===== src/design/klx_pkg.sv =====
// ============================================================================
// klx_pkg
// Shared types, token kind codes and keyword/symbol tables for the lexer.
// ============================================================================
package klx_pkg;

	localparam int unsigned POS_BITS_DEFAULT    = 16;
	localparam int unsigned QUEUE_DEPTH_DEFAULT = 4;

	localparam int unsigned LEN_BITS  = 16;
	localparam int unsigned OFS_BITS  = 16;
	localparam int unsigned KIND_BITS = 5;
	localparam int unsigned CHAR_BITS = 8;
	localparam int unsigned NUM_KW    = 5;

	localparam logic [KIND_BITS-1:0] KIND_END     = 5'd0;
	localparam logic [KIND_BITS-1:0] KIND_NUM     = 5'd1;
	localparam logic [KIND_BITS-1:0] KIND_IDENT   = 5'd2;
	localparam logic [KIND_BITS-1:0] KIND_KW0     = 5'd3;
	localparam logic [KIND_BITS-1:0] KIND_SYM0    = 5'd8;
	localparam logic [KIND_BITS-1:0] KIND_INVALID = 5'd19;

	typedef enum logic [1:0] {
		MODE_IDLE,
		MODE_NUM,
		MODE_IDENT
	} mode_t;

	typedef struct packed {
		logic [KIND_BITS-1:0] kind;
		logic [OFS_BITS-1:0]  start;
		logic [LEN_BITS-1:0]  len;
		logic [CHAR_BITS-1:0] ch;
	} token_t;

	// Tokens produced by one source character: an optional closed run token
	// followed by an optional end or symbol token.
	typedef struct packed {
		logic   v0;
		token_t tok0;
		logic   v1;
		token_t tok1;
	} record_t;

	typedef struct packed {
		logic full;
		logic empty;
	} queue_status_t;

	// Character idx of keyword k (print, if, else, for, to); zero past its end.
	function automatic logic [CHAR_BITS-1:0] kw_char(input logic [2:0] k, input logic [2:0] idx);
		logic [CHAR_BITS-1:0] c;
		c = '0;
		case (k)
			3'd0: begin
				case (idx)
					3'd0: c = "p";
					3'd1: c = "r";
					3'd2: c = "i";
					3'd3: c = "n";
					3'd4: c = "t";
					default: c = '0;
				endcase
			end
			3'd1: begin
				case (idx)
					3'd0: c = "i";
					3'd1: c = "f";
					default: c = '0;
				endcase
			end
			3'd2: begin
				case (idx)
					3'd0: c = "e";
					3'd1: c = "l";
					3'd2: c = "s";
					3'd3: c = "e";
					default: c = '0;
				endcase
			end
			3'd3: begin
				case (idx)
					3'd0: c = "f";
					3'd1: c = "o";
					3'd2: c = "r";
					default: c = '0;
				endcase
			end
			3'd4: begin
				case (idx)
					3'd0: c = "t";
					3'd1: c = "o";
					default: c = '0;
				endcase
			end
			default: c = '0;
		endcase
		return c;
	endfunction

	function automatic logic [2:0] kw_len(input logic [2:0] k);
		logic [2:0] n;
		case (k)
			3'd0: n = 3'd5;
			3'd1: n = 3'd2;
			3'd2: n = 3'd4;
			3'd3: n = 3'd3;
			3'd4: n = 3'd2;
			default: n = 3'd0;
		endcase
		return n;
	endfunction

	function automatic logic [KIND_BITS-1:0] sym_kind(input logic [CHAR_BITS-1:0] c);
		logic [KIND_BITS-1:0] kd;
		case (c)
			"+": kd = KIND_SYM0 + 5'd0;
			"-": kd = KIND_SYM0 + 5'd1;
			"*": kd = KIND_SYM0 + 5'd2;
			"/": kd = KIND_SYM0 + 5'd3;
			"=": kd = KIND_SYM0 + 5'd4;
			"<": kd = KIND_SYM0 + 5'd5;
			">": kd = KIND_SYM0 + 5'd6;
			"(": kd = KIND_SYM0 + 5'd7;
			")": kd = KIND_SYM0 + 5'd8;
			"{": kd = KIND_SYM0 + 5'd9;
			"}": kd = KIND_SYM0 + 5'd10;
			default: kd = KIND_INVALID;
		endcase
		return kd;
	endfunction

endpackage


===== src/design/klx_front.sv =====
// ============================================================================
// klx_front
// Accepts source characters, tracks the scan state and forms token records.
// ============================================================================
module klx_front import klx_pkg::*; #(
	parameter int unsigned POS_BITS = POS_BITS_DEFAULT
) (
	input  logic                 clk,
	input  logic                 arst_n,
	input  logic                 in_valid,
	output logic                 in_ready,
	input  logic [CHAR_BITS-1:0] in_char,
	input  logic                 in_end,
	input  queue_status_t        q_status,
	output logic                 push,
	output record_t              push_rec
);

	mode_t                 mode_q, mode_d;
	logic [POS_BITS-1:0]   pos_q, pos_d;
	logic [POS_BITS-1:0]   start_q, start_d;
	logic [LEN_BITS-1:0]   run_q, run_d;
	logic [NUM_KW-1:0]     cand_q, cand_d;

	logic                  accept;
	logic                  is_end, is_digit, is_alpha, is_space;
	logic [LEN_BITS-1:0]   run_inc;
	logic [POS_BITS+OFS_BITS-1:0] pos_ext, start_ext;
	token_t                pend_tok;
	logic [KIND_BITS-1:0]  ident_kind;
	logic                  kw_found;

	// Keep the keywords that still match at character index run.
	function automatic logic [NUM_KW-1:0] next_mask(input logic [NUM_KW-1:0] cand,
			input logic [LEN_BITS-1:0] run, input logic [CHAR_BITS-1:0] c);
		logic [NUM_KW-1:0] keep;
		keep = '0;
		if (run < LEN_BITS'(5)) begin
			for (int k = 0; k < NUM_KW; k++) begin
				if (cand[k] && (run < {13'b0, kw_len(3'(k))}) && (kw_char(3'(k), run[2:0]) == c))
					keep[k] = 1'b1;
			end
		end
		return keep;
	endfunction

	assign in_ready  = !q_status.full;
	assign accept    = in_valid && in_ready;
	assign pos_ext   = {{OFS_BITS{1'b0}}, pos_q};
	assign start_ext = {{OFS_BITS{1'b0}}, start_q};
	assign run_inc   = (run_q == {LEN_BITS{1'b1}}) ? run_q : run_q + 1'b1;

	always_comb begin
		is_end   = in_end || (in_char == '0);
		is_digit = (in_char >= "0") && (in_char <= "9");
		is_alpha = ((in_char >= "a") && (in_char <= "z")) ||
		           ((in_char >= "A") && (in_char <= "Z"));
		is_space = (in_char == " ") || ((in_char >= 8'd9) && (in_char <= 8'd13));
	end

	// Kind of the pending identifier: first keyword with a full-length match.
	always_comb begin
		ident_kind = KIND_IDENT;
		kw_found   = 1'b0;
		for (int i = 0; i < NUM_KW; i++) begin
			if (!kw_found && cand_q[i] && (run_q == {13'b0, kw_len(3'(i))})) begin
				ident_kind = KIND_KW0 + KIND_BITS'(i);
				kw_found   = 1'b1;
			end
		end
		pend_tok.kind  = (mode_q == MODE_NUM) ? KIND_NUM : ident_kind;
		pend_tok.start = start_ext[OFS_BITS-1:0];
		pend_tok.len   = run_q;
		pend_tok.ch    = '0;
	end

	always_comb begin
		mode_d   = mode_q;
		pos_d    = pos_q;
		start_d  = start_q;
		run_d    = run_q;
		cand_d   = cand_q;
		push_rec = '0;
		if (is_end) begin
			push_rec.v0        = (mode_q != MODE_IDLE);
			push_rec.tok0      = pend_tok;
			push_rec.v1        = 1'b1;
			push_rec.tok1.kind = KIND_END;
			push_rec.tok1.start = pos_ext[OFS_BITS-1:0];
			mode_d  = MODE_IDLE;
			pos_d   = '0;
			start_d = '0;
			run_d   = '0;
			cand_d  = '0;
		end else begin
			pos_d = pos_q + 1'b1;
			if (mode_q == MODE_NUM && is_digit) begin
				run_d = run_inc;
			end else if (mode_q == MODE_IDENT && (is_alpha || is_digit)) begin
				cand_d = next_mask(cand_q, run_q, in_char);
				run_d  = run_inc;
			end else begin
				push_rec.v0   = (mode_q != MODE_IDLE);
				push_rec.tok0 = pend_tok;
				mode_d = MODE_IDLE;
				cand_d = '0;
				if (is_space) begin
					// Skipped; only a closed run leaves a token.
				end else if (is_digit) begin
					mode_d  = MODE_NUM;
					start_d = pos_q;
					run_d   = LEN_BITS'(1);
				end else if (is_alpha) begin
					mode_d  = MODE_IDENT;
					start_d = pos_q;
					run_d   = LEN_BITS'(1);
					cand_d  = next_mask({NUM_KW{1'b1}}, '0, in_char);
				end else begin
					push_rec.v1         = 1'b1;
					push_rec.tok1.kind  = sym_kind(in_char);
					push_rec.tok1.start = pos_ext[OFS_BITS-1:0];
					push_rec.tok1.len   = LEN_BITS'(1);
					push_rec.tok1.ch    = in_char;
				end
			end
		end
		push = accept && (push_rec.v0 || push_rec.v1);
	end

	always_ff @(posedge clk or negedge arst_n) begin
		if (!arst_n) begin
			mode_q  <= MODE_IDLE;
			pos_q   <= '0;
			start_q <= '0;
			run_q   <= '0;
			cand_q  <= '0;
		end else if (accept) begin
			mode_q  <= mode_d;
			pos_q   <= pos_d;
			start_q <= start_d;
			run_q   <= run_d;
			cand_q  <= cand_d;
		end
	end

endmodule


===== src/design/klx_queue.sv =====
// ============================================================================
// klx_queue
// Small register queue of token records between the front and back parts.
// ============================================================================
module klx_queue import klx_pkg::*; #(
	parameter int unsigned QUEUE_DEPTH = QUEUE_DEPTH_DEFAULT
) (
	input  logic          clk,
	input  logic          arst_n,
	input  logic          push,
	input  record_t       push_rec,
	input  logic          pop,
	output record_t       head_rec,
	output queue_status_t status
);

	localparam int unsigned PTR_BITS = (QUEUE_DEPTH > 1) ? $clog2(QUEUE_DEPTH) : 1;
	localparam int unsigned CNT_BITS = $clog2(QUEUE_DEPTH + 1);

	record_t               mem_q [QUEUE_DEPTH];
	logic [PTR_BITS-1:0]   wr_ptr_q, rd_ptr_q;
	logic [CNT_BITS-1:0]   count_q;

	function automatic logic [PTR_BITS-1:0] bump(input logic [PTR_BITS-1:0] p);
		return (p == PTR_BITS'(QUEUE_DEPTH - 1)) ? '0 : p + 1'b1;
	endfunction

	assign status.full  = (count_q == CNT_BITS'(QUEUE_DEPTH));
	assign status.empty = (count_q == '0);
	assign head_rec     = mem_q[rd_ptr_q];

	always_ff @(posedge clk) begin
		if (push)
			mem_q[wr_ptr_q] <= push_rec;
	end

	always_ff @(posedge clk or negedge arst_n) begin
		if (!arst_n) begin
			wr_ptr_q <= '0;
			rd_ptr_q <= '0;
			count_q  <= '0;
		end else begin
			if (push)
				wr_ptr_q <= bump(wr_ptr_q);
			if (pop)
				rd_ptr_q <= bump(rd_ptr_q);
			if (push && !pop)
				count_q <= count_q + 1'b1;
			else if (pop && !push)
				count_q <= count_q - 1'b1;
		end
	end

endmodule


===== src/design/klx_back.sv =====
// ============================================================================
// klx_back
// Unpacks token records into single tokens behind an output register.
// ============================================================================
module klx_back import klx_pkg::*; (
	input  logic          clk,
	input  logic          arst_n,
	input  record_t       head_rec,
	input  queue_status_t q_status,
	output logic          pop,
	output logic          out_valid,
	input  logic          out_ready,
	output token_t        out_tok,
	output logic          out_last
);

	logic   phase_q;
	logic   out_valid_q;
	token_t tok_q;
	logic   last_q;

	logic   load;
	logic   sel_second;
	logic   sel_last;
	token_t sel_tok;

	always_comb begin
		load       = !q_status.empty && (!out_valid_q || out_ready);
		sel_second = phase_q || !head_rec.v0;
		sel_tok    = sel_second ? head_rec.tok1 : head_rec.tok0;
		sel_last   = sel_second || !head_rec.v1;
		pop        = load && sel_last;
	end

	always_ff @(posedge clk or negedge arst_n) begin
		if (!arst_n) begin
			phase_q     <= 1'b0;
			out_valid_q <= 1'b0;
		end else begin
			if (load) begin
				phase_q     <= !sel_last;
				out_valid_q <= 1'b1;
			end else if (out_ready) begin
				out_valid_q <= 1'b0;
			end
		end
	end

	always_ff @(posedge clk) begin
		if (load) begin
			tok_q  <= sel_tok;
			last_q <= sel_last;
		end
	end

	assign out_valid = out_valid_q;
	assign out_tok   = tok_q;
	assign out_last  = last_q;

endmodule


===== src/design/keyword_token_lexer.sv =====
// ============================================================================
// keyword_token_lexer
// Streaming tokenizer: one source character in, number, identifier, keyword,
// symbol, invalid and end tokens out.
// ============================================================================
//
// Channel  Dir  Beat                     Contents
// s_*      in   one source character     tdata[7:0] char_code, tlast end_of_source
// m_*      out  one token                tuser[4:0] token_kind,
//                                        tdata start_offset, token_length,
//                                        single_char, tlast last_result
//
// The input side takes one character per cycle whenever the record queue has
// room; the front classifies it and updates the scan state in that same cycle.
// Tokens leave at one per cycle while m_tready is high, through a registered
// output; a character that closes a run and also forms a token of its own (or
// ends the source) yields two tokens, which leave the output one after the other.
// The record queue decouples the two sides, so a stalled output backs up into
// the input only after the queue fills.
// Reset clears the scan state, the position, the queue pointers and the
// output valid; there is no clearing pass.
//
module keyword_token_lexer import klx_pkg::*; #(
	parameter int unsigned POS_BITS    = POS_BITS_DEFAULT,
	parameter int unsigned QUEUE_DEPTH = QUEUE_DEPTH_DEFAULT
) (
	input  logic        clk,
	input  logic        arst_n,
	// Source characters.
	input  logic        s_tvalid,
	output logic        s_tready,
	input  logic [7:0]  s_tdata,   // [7:0] char_code
	input  logic        s_tlast,   // end_of_source
	// Tokens.
	output logic        m_tvalid,
	input  logic        m_tready,
	output logic [39:0] m_tdata,   // [15:0] start_offset, [31:16] token_length,
	                               // [39:32] single_char
	output logic [4:0]  m_tuser,   // [4:0] token_kind
	output logic        m_tlast    // last_result
);

	queue_status_t q_status;
	logic          push;
	record_t       push_rec;
	logic          pop;
	record_t       head_rec;
	token_t        out_tok;

	// Front: classification and the scan state machine.
	klx_front #(
		.POS_BITS (POS_BITS)
	) u_front (
		.clk      (clk),
		.arst_n   (arst_n),
		.in_valid (s_tvalid),
		.in_ready (s_tready),
		.in_char  (s_tdata),
		.in_end   (s_tlast),
		.q_status (q_status),
		.push     (push),
		.push_rec (push_rec)
	);

	// Record queue: one entry per character that produced any token.
	klx_queue #(
		.QUEUE_DEPTH (QUEUE_DEPTH)
	) u_queue (
		.clk      (clk),
		.arst_n   (arst_n),
		.push     (push),
		.push_rec (push_rec),
		.pop      (pop),
		.head_rec (head_rec),
		.status   (q_status)
	);

	// Back: sends the one or two tokens of each record in order.
	klx_back u_back (
		.clk       (clk),
		.arst_n    (arst_n),
		.head_rec  (head_rec),
		.q_status  (q_status),
		.pop       (pop),
		.out_valid (m_tvalid),
		.out_ready (m_tready),
		.out_tok   (out_tok),
		.out_last  (m_tlast)
	);

	assign m_tuser = out_tok.kind;
	assign m_tdata = {out_tok.ch, out_tok.len, out_tok.start};

	// An end token always closes the results of its character and has no length.
	a_end_is_last: assert property (@(posedge clk) disable iff (!arst_n)
		m_tvalid && (m_tuser == KIND_END) |-> m_tlast && (m_tdata[31:16] == '0))
		else $error("end token without last flag or with nonzero length");

	// Every token other than the end token covers at least one character.
	a_len_nonzero: assert property (@(posedge clk) disable iff (!arst_n)
		m_tvalid && (m_tuser != KIND_END) |-> (m_tdata[31:16] != '0))
		else $error("token of zero length");

	// Runs and the end token carry no character; symbols and invalid ones do.
	a_char_only_single: assert property (@(posedge clk) disable iff (!arst_n)
		m_tvalid && (m_tuser < KIND_SYM0) |-> (m_tdata[39:32] == '0))
		else $error("character reported on a run or end token");

	// The queue is never written while full.
	a_no_overflow: assert property (@(posedge clk) disable iff (!arst_n)
		push |-> !q_status.full || pop)
		else $error("record queue overflow");

endmodule

===== config.mk =====
export PLATFORM = sky130hd
export DESIGN_NAME = keyword_token_lexer
export DESIGN_NICKNAME = d
export VERILOG_FILES = /design/src/design/klx_pkg.sv /design/src/design/klx_front.sv /design/src/design/klx_queue.sv /design/src/design/klx_back.sv /design/src/design/keyword_token_lexer.sv
export SDC_FILE = /design/constraint.sdc
export NUM_CORES = 1
export LEC_CHECK = 0
export BUFFER_PORTS_ARGS = -buffer_cell sky130_fd_sc_hd__buf_4
export CAP_MARGIN = 10
export CELL_PAD_IN_SITES_DETAIL_PLACEMENT = 1
export CELL_PAD_IN_SITES_GLOBAL_PLACEMENT = 2
export CORE_ASPECT_RATIO = 0.6
export CORE_MARGIN = 8
export CORE_UTILIZATION = 33
export CTS_BUF_LIST = sky130_fd_sc_hd__clkbuf_4
export CTS_CLUSTER_SIZE = 20
export DETAILED_ROUTE_END_ITERATION = 12
export PLACE_DENSITY_LB_ADDON = 0.1
export SYNTH_ARGS = -nofsm -noshare
export SYNTH_HDL_FRONTEND = slang
export SYNTH_HIERARCHICAL = 1
export SYNTH_SLANG_ARGS = --single-unit

===== constraint.sdc =====
create_clock -name clk -period 5.8 [get_ports clk]
set_clock_uncertainty 0.1 [all_clocks]
set_input_delay 0 -clock clk [delete_from_list [all_inputs] [get_ports clk]]
set_output_delay 0 -clock clk [all_outputs]
set_load 0.01 [all_outputs]

==> results of run 1 <==
## flip-flops by register name, summed over array words and instances, names as in the netlist
register          cells
u_queue/count_q       3
u_queue/mem_q       368
u_front/mode_q        2
u_back/out_tok       45
u_back/out_last       1
u_front/pos_q        16
u_queue/wr_ptr_q      2
u_back/out_valid      1
u_back/phase_q        1
u_front/start_q      16
u_front/run_q        16
u_queue/rd_ptr_q      2
u_front/cand_q        5
## logic make-up after synthesis
family                     count (synthesis)  share of synthesized area
other                                      1                   0.000184
adders and majority gates                 14                    0.00897
xor gates and xnor gates                  30                     0.0129
muxes                                    145                      0.138
AOI/OAI and AO/OA                        115                     0.0394
buffers and inverters                    104                     0.0359
DFF                                      478                      0.689
and+or+nand+nor                          278                     0.0760
## per-stage QoR
stage / util / power (mW)
global placement: 0.353 / 8.42
CTS: 0.384 / 11.4
global route: 0.384 / 11.8
detailed placement: 0.353 / 8.43
finish: 0.384 / 11.2
floorplan: - / 7.45
## placed cells by master, fill, tap and decap left out, types with 22 or more instances in the layout
cell type      netlist  final
mux2_4              39     39
clkinv_1             0     37
conb_1               1     25
nor2_1              55     55
o21ai_0             27     27
and2_1              43     39
edfxtp_1           414    414
dfrtp_1             64     62
nand2_1             45     45
nor2b_1             22     22
dlygate4sd3_1        0     32
buf_4               29     80
mux4_2              92     92
clkbuf_4             0    178
## path summary, 6_finish.rpt
path / from / depth (start not counted) / slack (ns) / endpoint
worst min-delay path: s_tdata[6] / 3 / 0.19 / u_queue/mem_q[0][6]$_DFFE_PP_
worst max register to register: u_front/run_q[1]$_DFFE_PN0P_ / 10 / 1.82 / u_front/cand_q[3]$_DFFE_PN0P_
worst min register to register: u_front/start_q[3]$_DFFE_PN0P_ / 1 / 0.40 / u_front/start_q[3]$_DFFE_PN0P_
max in group asynchronous: arst_n / 5 / 3.71 / u_queue/rd_ptr_q[0]$_DFFE_PN0P_
min in group asynchronous: arst_n / 4 / 0.57 / u_back/out_valid$_DFFE_PN0P_
worst max-delay path: u_front/run_q[1]$_DFFE_PN0P_ / 10 / 1.82 / u_front/cand_q[3]$_DFFE_PN0P_
## area by class of cell
type                    instances  area share
repair buffers                114      0.0411
flip-flops and latches        478       0.600
inverters                      16     0.00257
clock buffers                 178      0.0571
multi-input cells             607       0.245
well taps                     828      0.0443
clock inverters                45      0.0101
diodes                          2    0.000214
## metal layers
layer | up-vias | GRT usage | share of wire
li1 | 4964 | - | -
met1 | 5725 | 0.222 | 0.52
met2 | 216 | 0.197 | 0.42
met3 | 67 | 0.0368 | 0.044
met4 | 0 | 0.0396 | 0.014
met5 | - | 0 | 0
## power groups by stage
stage | Sequential, mW | Clock [mW] | Combinational, mW
final | 4.99 | 2.89 | 3.29
after CTS | 5.00 | 3.04 | 3.39
after floorplan | 5.00 | 0 | 2.44
after global placement | 5.06 | 0 | 3.36
after detailed placement | 5.07 | 0 | 3.36
after global routing | 5.08 | 3.19 | 3.57
## worst max-delay path: stages (launching register included)
cell and delay, ns:
dfrtp_1 0.62, inv_1 0.20, ha_1 0.43, nor3_1 0.33
nor2_1 0.07, nor4_1 0.20, dlygate4sd3_1 0.60, o2111ai_1 0.10
dlygate4sd3_1 0.59, o21ai_1 0.14, dlygate4sd3_1 0.55
## what timing repair did
item	in CTS	in global routing
hold buffers	32	0
gates resized for setup	0	0
hold endpoints to repair	293	0
buffers inserted	0	0
endpoints found under the setup margin	0	0
==> impl_metrics.toml, run 1 <==
[job]
drv_cap = 0

[finish]
multi_input_area_um2 = 5720
final_nets = 1362
fill_cells = 6170
final_cells = 2268
syn2layout_area_growth_pct = 14.8
final_area_um2 = 23400
seq_area_um2 = 14000
drive_gt1_frac = 0.300

[grt]
grt_usage = 0.144
grt_pass1_vias = 11965
grt_max_degree = 63
grt_pass1_wl_um = 76900
overflow = 0
antenna_found_initial = 1

[setup_path]
worst_ep_required_time_ns = 6.50
start_kind = "flip-flop"
worst-path-max-fanout = 12
worstPathArrival_ns = 4.69
endpoint_kind = "flip-flop"
path_class = "flip-flop to flip-flop"

[clocking]
cts_tree = "yes"
clock_latency_ns = 0.86
cts_root_buffer = "clkbuf_4"
cts_sinks = 478
ctsHtreeMaxLevel = 3
clk_path_buf_depth = 3
cts_buffers = 118
clk_pin_slew_ns = 0.08

[outcome]
status = "completed"

[pwr]
p_clk_frac = 0.259
p_switching_mw = 3.42
max-vdd-ir-drop_uv = 214
leakage_nw = 8.17
pwr-share-seq = 0.447
combPwrFrac = 0.295
powerDensity_nw_per_um2 = 477
p_int_mw = 7.74
netSwitchingFraction = 0.306

[timing]
rsz0062_at_grt = "false"
setup_slack_ns = 1.82
relSlewSlack = 0.170
clock.fmax_mhz = 251
hold_violations = 0
setup_tns_ns = 0
fin_crit_ns = 3.98
worst_pin_slew_ns = 1.24
setup_violations = 0
fin_crit_sh = 0.687
report.final.slew_viol_count = 0
whs_ns = 0.187

[synthesis]
synthFlopType = "edfxtp_1"
ys_types = 76
syn_inst = 1165
ys_seq_area_frac = 0.689
ys_warn_count = 6
synth_area_um2 = 20400
synth_edf_count = 414
ys_async_sr_fraction = 0.134
synth_top_cell_by_area = "edfxtp_1"
synth_top_area_frac = 0.610
synth-seq-cells = 478
synthTopCellsByCount = "edfxtp_1, mux4_2, dfrtp_1"
netlist_top_cells_area = "edfxtp_1, mux4_2, dfrtp_1"
yosysMostFrequentCell = "edfxtp_1"
syn_area_per_cell_um2 = 17.5

[placement]
place_area_um2 = 21500
io_buffers = 60
gp_congestion = 0.766
dp_hpwl_um = 30200
post-place-cells = 2011
pre_cts_ws_ns = 1.58

[floorplan]
core_um2 = 61000
ioPinCount = 61
rows = 70
start_util = 0.334
die_h_um = 208
die_area_um2 = 70200
die_w_um = 337

[routing]
drc = 0
drtAntennaViolNets = 0
via_count = 10972
dr.pass1.iters = 5
drt_iter0_markers = 756
wl_per_cell_um = 22.1
via_per_inst = 4.84
wl_um = 50200

[hold_path]
worst_hold_path_type = "input port to flip-flop"
Note: power is estimated with default switching activity, not from simulation.
==> run 2: changes to the inputs <==
- clock period: 5.8 -> 3.6 ns (I/O delays scaled with it)
==> impl_metrics.toml, run 2 (synthesis gave the netlist of run 1 again) <==
[outcome]
status = "completed"

[pwr]
p_switching_mw = 5.48
pwr-share-seq = 0.429
max-vdd-ir-drop_uv = 451
powerDensity_nw_per_um2 = 769
p_int_mw = 12.7
netSwitchingFraction = 0.301
p_clk_frac = 0.261
power_mw = 18.2
leakage_nw = 8.31
combPwrFrac = 0.310

[setup_path]
path_class = "input port to flip-flop"
worstPathArrival_ns = 4.12
endpoint_kind = "flip-flop"
start_kind = "input port"
worst_ep_required_time_ns = 4.25
worst-path-max-fanout = 21

[finish]
largest_register_ffs = 368
syn2layout_area_growth_pct = 16.2
fill_cells = 6189
final_cell_mix = "edfxtp_1, clkbuf_4, mux4_2, buf_4, dfrtp_1"
final_common_cell = "edfxtp_1"
drive_gt1_frac = 0.317
final_nets = 1378
regMostFlops = "u_queue/mem_q"

[placement]
dp_hpwl_um = 30500
gp_congestion = 0.760
io_buffers = 60

[grt]
grt_max_degree = 61
overflow = 0
grt_pass1_vias = 11899
grt_usage = 0.145
grt_pass1_wl_um = 77100
antenna_found_initial = 3

[timing]
worst_pin_slew_ns = 0.914
fin_crit_sh = 0.963
hold_violations = 0
fin_crit_ns = 3.47
clock.fmax_mhz = 289
setup_tns_ns = 0
setup_violations = 0
rsz0062_at_grt = "false"
relSlewSlack = 0.390
whs_ns = 0.174
report.final.slew_viol_count = 0

[floorplan]
die_w_um = 337
start_util = 0.334
die_h_um = 208
die_area_um2 = 70200
ioPinCount = 61
core_um2 = 61000
rows = 70

[clocking]
cts_sinks = 478
ctsHtreeMaxLevel = 3
cts_root_buffer = "clkbuf_4"
cts_tree = "yes"
clk_path_buf_depth = 3
cts_buffers = 117
clk_pin_slew_ns = 0.09
clock_latency_ns = 0.88

[routing]
drt_iter0_markers = 669
via_count = 11052
wl_um = 50200
via_per_inst = 4.85
drc = 0
wl_per_cell_um = 22.0
dr.pass1.iters = 5
drtAntennaViolNets = 0

[hold_path]
worst_hold_path_type = "input port to flip-flop"

[job]
drv_cap = 0
==> run 2: timing repair <==
| action | in CTS | in global routing |
|---|---|---|
| buffers inserted | 0 | 0 |
| endpoints found under the hold margin | 438 | 0 |
| hold buffers | 29 | 0 |
| gates resized for setup | 0 | 0 |
==> run 2: final timing paths <==
kind                                                     start                        endpoint  slack [ns]  cells past startpoint
worst max-delay path                                s_tdata[4]   u_front/cand_q[2]$_DFFE_PN0P_        0.13                     11
worst min-delay path                                s_tdata[3]  u_queue/mem_q[2][42]$_DFFE_PP_        0.17                      3
worst max register to register    u_front/run_q[8]$_DFFE_PN0P_   u_front/cand_q[2]$_DFFE_PN0P_        0.25                      8
worst min register to register  u_queue/count_q[2]$_DFFE_PN0P_  u_queue/count_q[2]$_DFFE_PN0P_        0.40                      1
max in group asynchronous                               arst_n    u_front/run_q[7]$_DFFE_PN0P_        2.83                      4
min in group asynchronous                               arst_n    u_back/out_valid$_DFFE_PN0P_        0.20                      4
==> run 2: final cells by class <==
| type | count | area [µm²] | share of cell area |
|---|---|---|---|
| Sequential cell | 478 | 14000 | 0.593 |
| Multi-Input combinational cell | 607 | 5720 | 0.242 |
| Clock buffer | 184 | 1380 | 0.0583 |
| Timing Repair Buffer | 131 | 1210 | 0.0512 |
| Tap cell | 828 | 1040 | 0.0438 |
| Clock inverter | 32 | 211 | 0.00893 |
| Inverter | 16 | 60.1 | 0.00254 |
| Antenna cell | 4 | 10.0 | 0.000423 |
==> run 2: worst max-delay path, stage by stage <==
cell and delay, ns:
dlygate4sd3_1 0.52, buf_4 0.26, nor4_2 0.08, dlygate4sd3_1 0.60
a21oi_2 0.44, dlygate4sd3_1 0.75, nand2_1 0.26, nor4_2 0.38
a32oi_1 0.14, dlygate4sd3_1 0.58, o21ai_1 0.08
==> run 2: power groups by stage <==
| stage | logic, mW | clock network [mW] | registers, mW |
|---|---|---|---|
| after floorplan | 3.94 | 0 | 8.01 |
| after global placement | 5.76 | 0 | 7.92 |
| after detailed placement | 5.77 | 0 | 7.95 |
| after CTS | 5.82 | 4.98 | 7.84 |
| after global routing | 6.12 | 5.24 | 7.94 |
| final | 5.64 | 4.75 | 7.82 |
==> run 2: metrics by stage <==
| step | std cells | area [µm²] | setup WS, ns | util |
|---|---|---|---|---|
| floorplan | 1189 | 20500 | 0.157 | - |
| global placement | 2031 | 21800 | 0.706 | 0.357 |
| detailed placement | 2031 | 21800 | 0.695 | 0.357 |
| CTS | 2276 | 23700 | 0.228 | 0.388 |
| global route | 2278 | 23700 | 0.00611 | 0.388 |
| finish | 2280 | 23700 | 0.134 | 0.388 |
==> run 2: metal layers <==
layer  share of wire  vias to the layer above  track usage
met5               0                        -            0
met4           0.018                        0       0.0422
met3           0.046                       78       0.0392
met2            0.39                      228        0.188
met1            0.54                     5750        0.230
li1                -                     4996            -
